$ cat src/hdl/periodic_priority_task_scheduler_defines.svh
// assertion macros for the task scheduler
`ifndef PERIODIC_PRIORITY_TASK_SCHEDULER_DEFINES_SVH
`define PERIODIC_PRIORITY_TASK_SCHEDULER_DEFINES_SVH
// implication checked on every clock edge outside reset
`define PPTS_ASSERT_IMP(label, clk, rst, a, c, msg) \
  label: assert property (@(posedge clk) disable iff (rst) (a) |-> (c)) else $error(msg);
// implication whose consequent is checked in the cycle after the antecedent
`define PPTS_ASSERT_NEXT(label, clk, rst, a, c, msg) \
  label: assert property (@(posedge clk) disable iff (rst) (a) |=> (c)) else $error(msg);
`endif

$ cat src/hdl/ppts_pkg.sv
// shared types and codes for the task scheduler
package ppts_pkg;
  typedef enum logic [1:0] {
    OP_CREATE = 2'd0,
    OP_TICK   = 2'd1,
    OP_DISP   = 2'd2,
    OP_NONE   = 2'd3
  } opcode_t;

  typedef enum logic [2:0] {
    ST_OK     = 3'd0,
    ST_NULL   = 3'd1,
    ST_PERIOD = 3'd2,
    ST_PRIO   = 3'd3,
    ST_FULL   = 3'd4,
    ST_EMPTY  = 3'd5
  } status_t;

  typedef enum logic [2:0] {
    S_IDLE,
    S_WRD,
    S_WCHK,
    S_DSCAN,
    S_DRD,
    S_DPUSH,
    S_DONE
  } state_t;
endpackage

$ cat src/hdl/ppts_ram.sv
// generic single-port-write ram with registered read
module ppts_ram #(
  parameter int WIDTH = 8,
  parameter int DEPTH = 8
) (
  input  logic                     clk,
  input  logic                     we,
  input  logic [$clog2(DEPTH)-1:0] waddr,
  input  logic [WIDTH-1:0]         wdata,
  input  logic [$clog2(DEPTH)-1:0] raddr,
  output logic [WIDTH-1:0]         rdata
);
  logic [WIDTH-1:0] mem [DEPTH];

  always_ff @(posedge clk) begin
    if (we) begin
      mem[waddr] <= wdata;
    end
    rdata <= mem[raddr];
  end
endmodule

$ cat src/hdl/periodic_priority_task_scheduler.sv
// task scheduler: create, raw tick with wait-list walk, and priority dispatch
// sequence: create and a raw tick without system tick go straight to the result;
//   dispatch scans the ready queues from level 1 upward, reads the head entry and
//   puts it back on the wait list if there is room; a system tick walks the wait
//   list one entry at a time, read then check, set by the single wait-list ram read port
// one item at a time; busy is high from acceptance until the result strobe
// rst is synchronous active high; it clears counts and queue pointers, not the rams
module periodic_priority_task_scheduler
  import ppts_pkg::*;
#(
  parameter int MAX_TASKS  = 8,
  parameter int PRIORITIES = 4
) (
  input  logic        clk,
  input  logic        rst,
  input  logic        start,
  output logic        busy,
  input  logic [1:0]  opcode,
  input  logic [7:0]  task_id,
  input  logic [15:0] period,
  input  logic [2:0]  priority_req,
  input  logic [15:0] initial_delay,
  input  logic        cfg_valid,
  output logic        cfg_ready,
  input  logic [7:0]  cfg_data,
  output logic        done,
  output logic [2:0]  status,
  output logic        dispatched,
  output logic [7:0]  run_task_id,
  output logic        system_tick
);
  localparam int IW = (MAX_TASKS > 1) ? $clog2(MAX_TASKS) : 1;
  localparam int CW = $clog2(MAX_TASKS + 1);
  localparam int QW = (PRIORITIES > 1) ? $clog2(PRIORITIES) : 1;
  localparam int RW = $clog2(PRIORITIES * MAX_TASKS);
  localparam int WEW = 8 + 16 + 3 + 16;
  localparam int REW = 8 + 16;

  state_t state, state_next;

  logic [7:0]  tick_divide;
  logic [7:0]  raw_tick_count;
  logic [CW-1:0] wait_count;
  logic [IW-1:0] ready_head [PRIORITIES];
  logic [IW-1:0] ready_tail [PRIORITIES];
  logic [CW-1:0] ready_fill [PRIORITIES];

  logic [CW-1:0] idx;
  logic [IW-1:0] src;
  logic [QW-1:0] qsel;
  logic          moved;

  // wait-list ram
  logic           w_we;
  logic [IW-1:0]  w_waddr, w_raddr;
  logic [WEW-1:0] w_wdata, w_rdata;
  // ready ram
  logic           r_we;
  logic [RW-1:0]  r_waddr, r_raddr;
  logic [REW-1:0] r_wdata, r_rdata;

  ppts_ram #(.WIDTH(WEW), .DEPTH(MAX_TASKS)) u_wait (
    .clk(clk), .we(w_we), .waddr(w_waddr), .wdata(w_wdata),
    .raddr(w_raddr), .rdata(w_rdata)
  );
  ppts_ram #(.WIDTH(REW), .DEPTH(PRIORITIES * MAX_TASKS)) u_ready (
    .clk(clk), .we(r_we), .waddr(r_waddr), .wdata(r_wdata),
    .raddr(r_raddr), .rdata(r_rdata)
  );

  logic [7:0]  e_task;
  logic [15:0] e_per;
  logic [2:0]  e_lvl;
  logic [15:0] e_rem, e_rem_dec;
  assign {e_task, e_per, e_lvl, e_rem} = w_rdata;
  assign e_rem_dec = (e_rem != 16'd0) ? e_rem - 16'd1 : 16'd0;
  logic [QW-1:0] e_q;
  assign e_q = QW'(e_lvl - 3'd1);
  logic e_push_ok;
  assign e_push_ok = (e_rem_dec == 16'd0) && (ready_fill[e_q] < CW'(MAX_TASKS));

  // latched item
  logic [1:0]  op_r;
  logic [7:0]  id_r;
  logic [15:0] per_r, dly_r;
  logic [2:0]  pri_r;

  logic [7:0] raw_inc;
  assign raw_inc = raw_tick_count + 8'd1;

  logic [QW-1:0] cq;
  assign cq = QW'(pri_r - 3'd1);
  logic pri_bad;
  assign pri_bad = (pri_r == 3'd0) || (pri_r > 3'(PRIORITIES));

  assign busy = (state != S_IDLE);
  assign cfg_ready = (state == S_IDLE) && !start;

  always_comb begin
    w_raddr = src;
    r_raddr = RW'(qsel) * RW'(MAX_TASKS) + RW'(ready_head[qsel]);
  end

  always_comb begin
    state_next = state;
    unique case (state)
      S_IDLE: begin
        if (start) begin
          unique case (opcode_t'(opcode))
            OP_CREATE: state_next = S_DONE;
            OP_TICK: state_next = (raw_inc == tick_divide && wait_count != '0) ?
                                  S_WRD : S_DONE;
            OP_DISP: state_next = S_DSCAN;
            default: state_next = S_DONE;
          endcase
        end
      end
      S_WRD:  state_next = S_WCHK;
      S_WCHK: begin
        if (moved) begin
          state_next = (idx < wait_count - CW'(1) + CW'(0) && idx + CW'(1) <= wait_count - CW'(1))
                       ? S_WRD : ((idx < wait_count - CW'(1)) ? S_WRD : S_DONE);
        end else begin
          state_next = (idx + CW'(1) < wait_count) ? S_WRD : S_DONE;
        end
      end
      S_DSCAN: begin
        if (ready_fill[qsel] != '0) state_next = S_DRD;
        else if (qsel == QW'(PRIORITIES - 1)) state_next = S_DONE;
      end
      S_DRD:   state_next = S_DPUSH;
      S_DPUSH: state_next = S_DONE;
      S_DONE:  state_next = S_IDLE;
      default: state_next = S_IDLE;
    endcase
  end

  // moved: the last entry is read next and handled as the entry at the same index,
  // so a kept entry is always written back at idx
  always_comb begin
    moved = (state == S_WCHK) && e_push_ok;
    w_we = 1'b0;
    w_waddr = idx[IW-1:0];
    w_wdata = {e_task, e_per, e_lvl, e_rem_dec};
    r_we = 1'b0;
    r_waddr = RW'(e_q) * RW'(MAX_TASKS) + RW'(ready_tail[e_q]);
    r_wdata = {e_task, e_per};
    unique case (state)
      S_WCHK: begin
        if (e_push_ok) begin
          r_we = 1'b1;
        end else begin
          w_we = 1'b1;
        end
      end
      S_DPUSH: begin
        w_waddr = wait_count[IW-1:0];
        w_wdata = {r_rdata[23:16], r_rdata[15:0], 3'(qsel) + 3'd1,
                   (r_rdata[15:0] != 16'd0) ? r_rdata[15:0] - 16'd1 : 16'd0};
        w_we = (wait_count < CW'(MAX_TASKS));
      end
      S_DONE: begin
        if (op_r == OP_CREATE && id_r != 8'd0 && per_r != 16'd0 && !pri_bad) begin
          if (dly_r != 16'd0) begin
            w_waddr = wait_count[IW-1:0];
            w_wdata = {id_r, per_r, pri_r, dly_r};
            w_we = (wait_count < CW'(MAX_TASKS));
          end else begin
            r_waddr = RW'(cq) * RW'(MAX_TASKS) + RW'(ready_tail[cq]);
            r_wdata = {id_r, per_r};
            r_we = (ready_fill[cq] < CW'(MAX_TASKS));
          end
        end
      end
      default: ;
    endcase
  end

  always_ff @(posedge clk) begin
    if (rst) begin
      state <= S_IDLE;
      tick_divide <= 8'd1;
      raw_tick_count <= '0;
      wait_count <= '0;
      idx <= '0;
      src <= '0;
      qsel <= '0;
      done <= 1'b0;
      for (int p = 0; p < PRIORITIES; p++) begin
        ready_head[p] <= '0;
        ready_tail[p] <= '0;
        ready_fill[p] <= '0;
      end
    end else begin
      state <= state_next;
      done <= 1'b0;
      if (cfg_valid && cfg_ready) tick_divide <= cfg_data;
      unique case (state)
        S_IDLE: begin
          if (start) begin
            op_r <= opcode; id_r <= task_id; per_r <= period;
            pri_r <= priority_req; dly_r <= initial_delay;
            idx <= '0; src <= '0; qsel <= '0;
            status <= ST_OK; dispatched <= 1'b0; run_task_id <= '0;
            system_tick <= 1'b0;
            if (opcode_t'(opcode) == OP_TICK) begin
              if (raw_inc == tick_divide) begin
                raw_tick_count <= '0;
                system_tick <= 1'b1;
              end else begin
                raw_tick_count <= raw_inc;
              end
            end
          end
        end
        S_WRD: ;
        S_WCHK: begin
          if (e_push_ok) begin
            ready_tail[e_q] <= (ready_tail[e_q] == IW'(MAX_TASKS - 1)) ? '0 : ready_tail[e_q] + IW'(1);
            ready_fill[e_q] <= ready_fill[e_q] + CW'(1);
            wait_count <= wait_count - CW'(1);
            src <= IW'(wait_count - CW'(1));
          end else begin
            idx <= idx + CW'(1);
            src <= IW'(idx + CW'(1));
          end
        end
        S_DSCAN: begin
          if (ready_fill[qsel] == '0) begin
            if (qsel == QW'(PRIORITIES - 1)) status <= ST_EMPTY;
            else qsel <= qsel + QW'(1);
          end
        end
        S_DPUSH: begin
          ready_head[qsel] <= (ready_head[qsel] == IW'(MAX_TASKS - 1)) ? '0 : ready_head[qsel] + IW'(1);
          ready_fill[qsel] <= ready_fill[qsel] - CW'(1);
          dispatched <= 1'b1;
          run_task_id <= r_rdata[23:16];
          if (wait_count < CW'(MAX_TASKS)) wait_count <= wait_count + CW'(1);
          else status <= ST_FULL;
        end
        S_DONE: begin
          done <= 1'b1;
          if (op_r == OP_CREATE) begin
            if (id_r == 8'd0) status <= ST_NULL;
            else if (per_r == 16'd0) status <= ST_PERIOD;
            else if (pri_bad) status <= ST_PRIO;
            else if (dly_r != 16'd0) begin
              if (wait_count < CW'(MAX_TASKS)) wait_count <= wait_count + CW'(1);
              else status <= ST_FULL;
            end else begin
              if (ready_fill[cq] < CW'(MAX_TASKS)) begin
                ready_tail[cq] <= (ready_tail[cq] == IW'(MAX_TASKS - 1)) ? '0 : ready_tail[cq] + IW'(1);
                ready_fill[cq] <= ready_fill[cq] + CW'(1);
              end else status <= ST_FULL;
            end
          end
        end
        default: ;
      endcase
    end
  end

  `include "periodic_priority_task_scheduler_defines.svh"

  `PPTS_ASSERT_IMP(a_done_busy, clk, rst, done, !busy, "result strobe while busy")
  `PPTS_ASSERT_IMP(a_wait_cap, clk, rst, 1'b1, wait_count <= CW'(MAX_TASKS), "wait count overflow")
  `PPTS_ASSERT_IMP(a_disp_id, clk, rst, done && !dispatched, run_task_id == 8'd0, "id without dispatch")
endmodule
$ cat config.mk
export PLATFORM = sky130hd
export DESIGN_NAME = periodic_priority_task_scheduler
export DESIGN_NICKNAME = d
export VERILOG_FILES = /design/src/hdl/ppts_pkg.sv /design/src/hdl/ppts_ram.sv /design/src/hdl/periodic_priority_task_scheduler.sv
export VERILOG_INCLUDE_DIRS = /design/src /design/src/hdl
export SDC_FILE = /design/constraint.sdc
export NUM_CORES = 2
export LEC_CHECK = 0
export ABC_CLOCK_PERIOD_IN_PS = 6800
export BUFFER_PORTS_ARGS = -buffer_cell sky130_fd_sc_hd__buf_2
export CORE_MARGIN = 4
export CORE_UTILIZATION = 55
export CTS_CLUSTER_SIZE = 24
export DETAILED_ROUTE_END_ITERATION = 6
export MAX_ROUTING_LAYER = met4
export PLACE_DENSITY = 0.78
export SYNTH_ARGS = -nofsm -noshare
export SYNTH_HDL_FRONTEND = slang
export SYNTH_HIERARCHICAL = 1
export SYNTH_SLANG_ARGS = --single-unit
$ cat constraint.sdc
create_clock -name clk -period 6.8 [get_ports clk]
set_input_delay 1.36 -clock clk [delete_from_list [all_inputs] [get_ports clk]]
set_output_delay 1.36 -clock clk [all_outputs]
set_load 0.02 [all_outputs]
**Word level (Yosys, flattened, before mapping)**

Memory sizes are Yosys's and may differ from the RTL's. A register that Yosys moved wholly into a read port is not among the register bits.
Index checks and enable logic that the tools add are counted.

- Register bits: 91
- Memory bits (writable): 1152
- Input bits: 57
- Logic and storage cells: 235
- Memories: 5

- $add $sub $neg: 19
- Order comparisons: 7
- Equality and inequality tests: 26
- Muxes and demuxes: 113
- Bitwise operators: 1
- Reductions and logical operators: 47

Memory list:

| memory | words | width | read ports | clocked after memory_dff | write ports | RTL line | text |
|---|---|---|---|---|---|---|---|
| u_ready.mem | 32 | 24 | 1 | 1 | 1 | ppts_ram.sv:13 | `logic [WIDTH-1:0] mem [DEPTH];` |
| u_wait.mem | 8 | 43 | 1 | 1 | 1 | ppts_ram.sv:13 |  |
| ready_fill | 4 | 4 | 3 | 1 | 4 | periodic_priority_task_scheduler.sv:46 | `logic [CW-1:0] ready_fill [PRIORITIES];` |
| ready_head | 4 | 3 | 1 | 1 | 4 | periodic_priority_task_scheduler.sv:44 | `logic [IW-1:0] ready_head [PRIORITIES];` |
| ready_tail | 4 | 3 | 2 | 0 | 4 | periodic_priority_task_scheduler.sv:45 | `logic [IW-1:0] ready_tail [PRIORITIES];` |

Operators by type and width:

| kind | number |
|---|---|
| $mux W43 | 2 |
| $pmux W43 S2 | 1 |
| $mux W3 | 27 |
| $mux W24 | 3 |
| $reduce_bool A16 Y1 | 4 |
| $mux W4 | 12 |
| $mux W1 | 36 |
| $logic_not A16 Y1 | 2 |
| $mux W16 | 2 |
| $sub A16 B1 Y16 const B | 2 |
| $mux W2 | 13 |
| $ne A2 B2 Y1 const B | 11 |
| $eq A3 B3 Y1 const B | 6 |
| $pmux W3 S2 | 3 |
| $pmux W3 S6 | 1 |
| $add A4 B1 Y4 const B | 4 |
| $mux W8 | 2 |
| $pmux W8 S2 | 1 |
| $add A5 B3 Y5 | 3 |
| $mux W5 | 3 |
| $reduce_and A7 Y1 | 2 |
| $lt A4 B4 Y1 const B | 3 |
| $pmux W3 S4 | 1 |
| $pmux W4 S3 | 1 |
| 37 further kinds | 68 |

**Longest topological paths before layout**

An unclocked memory read counts as a cell.

- Depth in word-level cells: 14
- Gate-level depth with buffers: 15

**Hierarchy**

Netlist, hierarchy kept.

Modules (own cells, without submodules):

| module | times used | cells each | area an instance (µm²) | sequential area each (µm²) |
|---|---|---|---|---|
| ppts_ram at u_ready | 1 | 1711 | 30480.5 | 23542.6 |
| ppts_ram at u_wait | 1 | 554 | 14027.2 | 11190.7 |
| periodic_priority_task_scheduler | 1 | 868 | 8471.9 | 3643.5 |

**Worst setup path before layout**

OpenSTA, ideal clock, no wires.

- Path kind: register to register
- Start point: reg pri_r[0]
- End point: mem u_wait/mem[4][0] (netlist name) (enable)
- Setup time: 0.497 ns
- Data arrival time: 5.692 ns
- Data required time: 6.303 ns
- Path slack: 0.611 ns
- Stages on the path, launching flop included: 14
- Cells stage by stage: edfxtp_1 > buf_1 > inv_1 > ha_1 > xor2_1 > a41oi_1 > and2_1 > and3_1 > buf_2 > nor2_1 > buf_2 > buf_1 > o21ai_0 > nor3_1

RTL lines:

| item | RTL line | text |
|---|---|---|
| start, declared | periodic_priority_task_scheduler.sv:86 | `logic [2:0] pri_r;` |
| start signal, assigned | periodic_priority_task_scheduler.sv:202 | `pri_r <= priority_req; dly_r <= initial_delay;` |
| $gt A3 B3 Y1 / $logic_not A3 Y1 (equally long branches) | periodic_priority_task_scheduler.sv:94 | `assign pri_bad = (pri_r == 3'd0) \|\| (pri_r > 3'(PRIORITIES));` |
| $logic_or A1 B1 Y1 (*) | periodic_priority_task_scheduler.sv:94 |  |
| $logic_not A1 Y1 (*) | periodic_priority_task_scheduler.sv:163 | `if (op_r == OP_CREATE && id_r != 8'd0 && per_r != 16'd0 && !pri_bad) begin` |
| $logic_and A1 B1 Y1 (*) | periodic_priority_task_scheduler.sv:163 |  |
| $mux W3 (*) | periodic_priority_task_scheduler.sv:163 |  |
| $pmux W3 S2 (*) | periodic_priority_task_scheduler.sv:148 | `unique case (state)` |
| net w_waddr[1] | periodic_priority_task_scheduler.sv:55 | `logic [IW-1:0] w_waddr, w_raddr;` |
| end, declared | ppts_ram.sv:13 |  |

The timed path passes the listed nets; every way through them passes the cells marked *.

**Final worst setup path**

- Start point: reg id_r[0]
- End point: mem u_ready/mem[25][20] (netlist name) (enable)

RTL lines:

| item | RTL line | text |
|---|---|---|
| start, declared | periodic_priority_task_scheduler.sv:84 | `logic [7:0] id_r;` |
| start signal, assigned | periodic_priority_task_scheduler.sv:201 | `op_r <= opcode; id_r <= task_id; per_r <= period;` |
| $reduce_bool A8 Y1 | periodic_priority_task_scheduler.sv:163 |  |
| $logic_and A1 B1 Y1 (3 in a row) | periodic_priority_task_scheduler.sv:163 |  |
| $mux W5 | periodic_priority_task_scheduler.sv:163 |  |
| $mux W5 | periodic_priority_task_scheduler.sv:148 |  |
| net r_waddr[4] | periodic_priority_task_scheduler.sv:59 | `logic [RW-1:0] r_waddr, r_raddr;` |
| end, declared | ppts_ram.sv:13 |  |

The timed path passes the listed nets, and every way through them passes these cells.

==> results.md <==
* Worst vdd ir at 0.363 mV
* Max frequency at 183 MHz
* Avg Cell Area, Syn at ~17 um2
* Starting DRT DRC Count at approximately 4,500
* First-pass GRT wire length at 187,000 um
* Crit Path Class: reg -> reg
* Yosys warns at 6
* TritonCTS clock tree: built
* Vias in the first global route at between 20,000 and 30,000
* Max Cap Violations at 0
* Setup TNS Final at 0 ps
* Pwr Total at 20.9 mW
* Pins over their slew limit at 0
* CP max stage delay at 1050 ps
* Worst path arrival time at 5910 ps
* RSZ-0062 raised after global routing: no
* Nets at 3,287
* Post-CTS setup buffers at 0
* Commonest cells after routing, fill and taps aside: 1,202 x edfxtp_1, 390 x mux2i_1, 176 x nand2_1
* Setup crit end kind: register
* Die width at 317 um
* Vias after detailed routing at between 20,000 and 30,000
* PostCTS Resize Cnt at 0
* HPWL Detailed at 78,200 um
* Maximum fanout along the worst path at 30
* Buffers on Ports at between 70 and 80
* Period minus WS final at 5470 ps
* WL/cell at between 20 and 30 um
* Die Span Y at around 320 um
* Crit-path cells: nor4_1 -> a21oi_1 -> nand2_1 -> nor2_1 -> nand2_1 -> buf_4 -> mux2i_1 -> nand3b_1 -> nor2_2 -> buf_4
* Critical-path top delay cell: nor4_1
* Crit path launch type: register
* Vias/cell at 6.42
* Routed wire length at 129,000 um
* Mapped Area at 0.0526 mm2
* Final Hold Vio Count at 0
* Starting Density at 55.4%
* Rel. slew slack at about 8.0%
* Required time of the critical path at 7240 ps
* Actual slew at the worst max-slew pin at 1380 ps
* CTS Sinks at 1,303
* Syn Nets at 3,202
* Clk slew on worst S/H paths at approximately 70 ps
* Cell family with most CP delay: simple AND/OR/NAND/NOR gates
* Hold WC Path Type: reg -> reg
* Hold Buf Count CTS at 0
* Final antenna-violating net count at 0
* Area Growth Syn to Fin at 10.5%
* Leading cell type in the layout, fill and taps excluded: edfxtp_1
* Setup Viol. Count Final at 0
* Total GRT Usage at 26.2%
* IO Count at 73
* Fin crit share at 80.5%
* Placeable Area at 0.0950 mm2
* Die area at 0.101 mm2
* Post-route DRC at 2
* Largest net degree at the start of global routing at 126
* Setup Skew at 60.1 ps
* Initial antenna violation count at 2
* Leakage at approximately 19 nW
* Reg area at 0.0381 mm2
* Failing checks: DRC
* Buf/Inv on CP at 2
* Rows at 113
* Min Hold Slack at 481 ps
* Power Density at 359 mW/mm2
* Number of fill cells at 6,530
* Layout cells sized above 1 at 16.4%
* Drt pass-1 iters at 7
* Cell chosen for the clock root: clkbuf_16
* CTS H-Tree Depth at 3
* Gr ovfl total at 0
* Worst-case clock buffer depth at 3
* Number of buffers created by CTS at 120
* Worst skew pair latency at between 700 and 800 ps
* Outcome: finished with violations
* Post-synthesis cell count at around 3,100
* Area of the multi-input gates at 0.0136 mm2
* GP Congestion at approximately 0.95
==> worst paths after layout <==
check	startpoint	end	slack [ps]	cells past startpoint
worst max-delay path	id_r[0]	u_ready/mem[25][20]	1330	10
worst min-delay path	tick_divide[4]	tick_divide[4]	480	2
worst min register to register	tick_divide[4]	tick_divide[4]	480	2
worst max register to register	id_r[0]	u_ready/mem[25][20]	1330	10
==> power breakdown <==
part | internal, mW | switching (mW) | total, mW
Sequential | 10.3 | 0.416 | 10.7
Combinational | 1.07 | 2.58 | 3.65
Clock | 3.63 | 2.93 | 6.56
==> sequential cells by signal, indices dropped and copies added, names as in the netlist, 3 cells and up, named ones only <==
| name | flops |
|---|---|
| id_r | 8 |
| run_task_id | 8 |
| u_wait/rdata | 42 |
| per_r | 16 |
| dly_r | 16 |
| ready_head | 12 |
| u_wait/mem | 336 |
| raw_tick_count | 8 |
| u_ready/mem | 768 |
| pri_r | 3 |
| wait_count | 4 |
| ready_fill | 16 |
| u_ready/rdata | 24 |
| state | 3 |
| tick_divide | 8 |
| src | 3 |
| status | 3 |
| idx | 4 |
| ready_tail | 12 |
==> worst reg2reg max path: cells and delay by family (launching register included) <==
kind | cells | cell delay, ps
compound gates | 1 | 280
buf+inv | 2 | 710
flops | 1 | 430
mux | 1 | 940
simple gates | 6 | 2820
==> area by class of cell <==
class                           instances  share of cell area (%)
Antenna cell                            3                  0.0129
Clock buffer                          152                    5.42
Clock inverter                         70                    1.18
Inverter                               33                   0.213
Multi-Input combinational cell       1609                    23.3
Sequential cell                      1303                    65.6
Tap cell                             1265                    2.72
Timing Repair Buffer                  136                    1.57
==> stage by stage <==
stage	instance area [um2]	utilization [%]	setup slack (ps)	cells
5_1_grt	58200	61.2	1160	4569
6_report	58200	61.2	1330	4571
2_1_floorplan	52600	-	682	3118
4_1_cts	58200	61.2	1570	4568
3_3_place_gp	54300	57.2	1790	4346
3_5_place_dp	54300	57.2	1670	4346
==> metal layers <==
layer	vias to the layer above	part of all wire, %	track usage (%)
li1	12461	-	-
met5	-	0	-
met4	0	4.5	10.0
met3	324	11	5.37
met1	14691	37	34.6
met2	1874	47	40.5
Note: power is estimated with default switching activity, not from simulation.
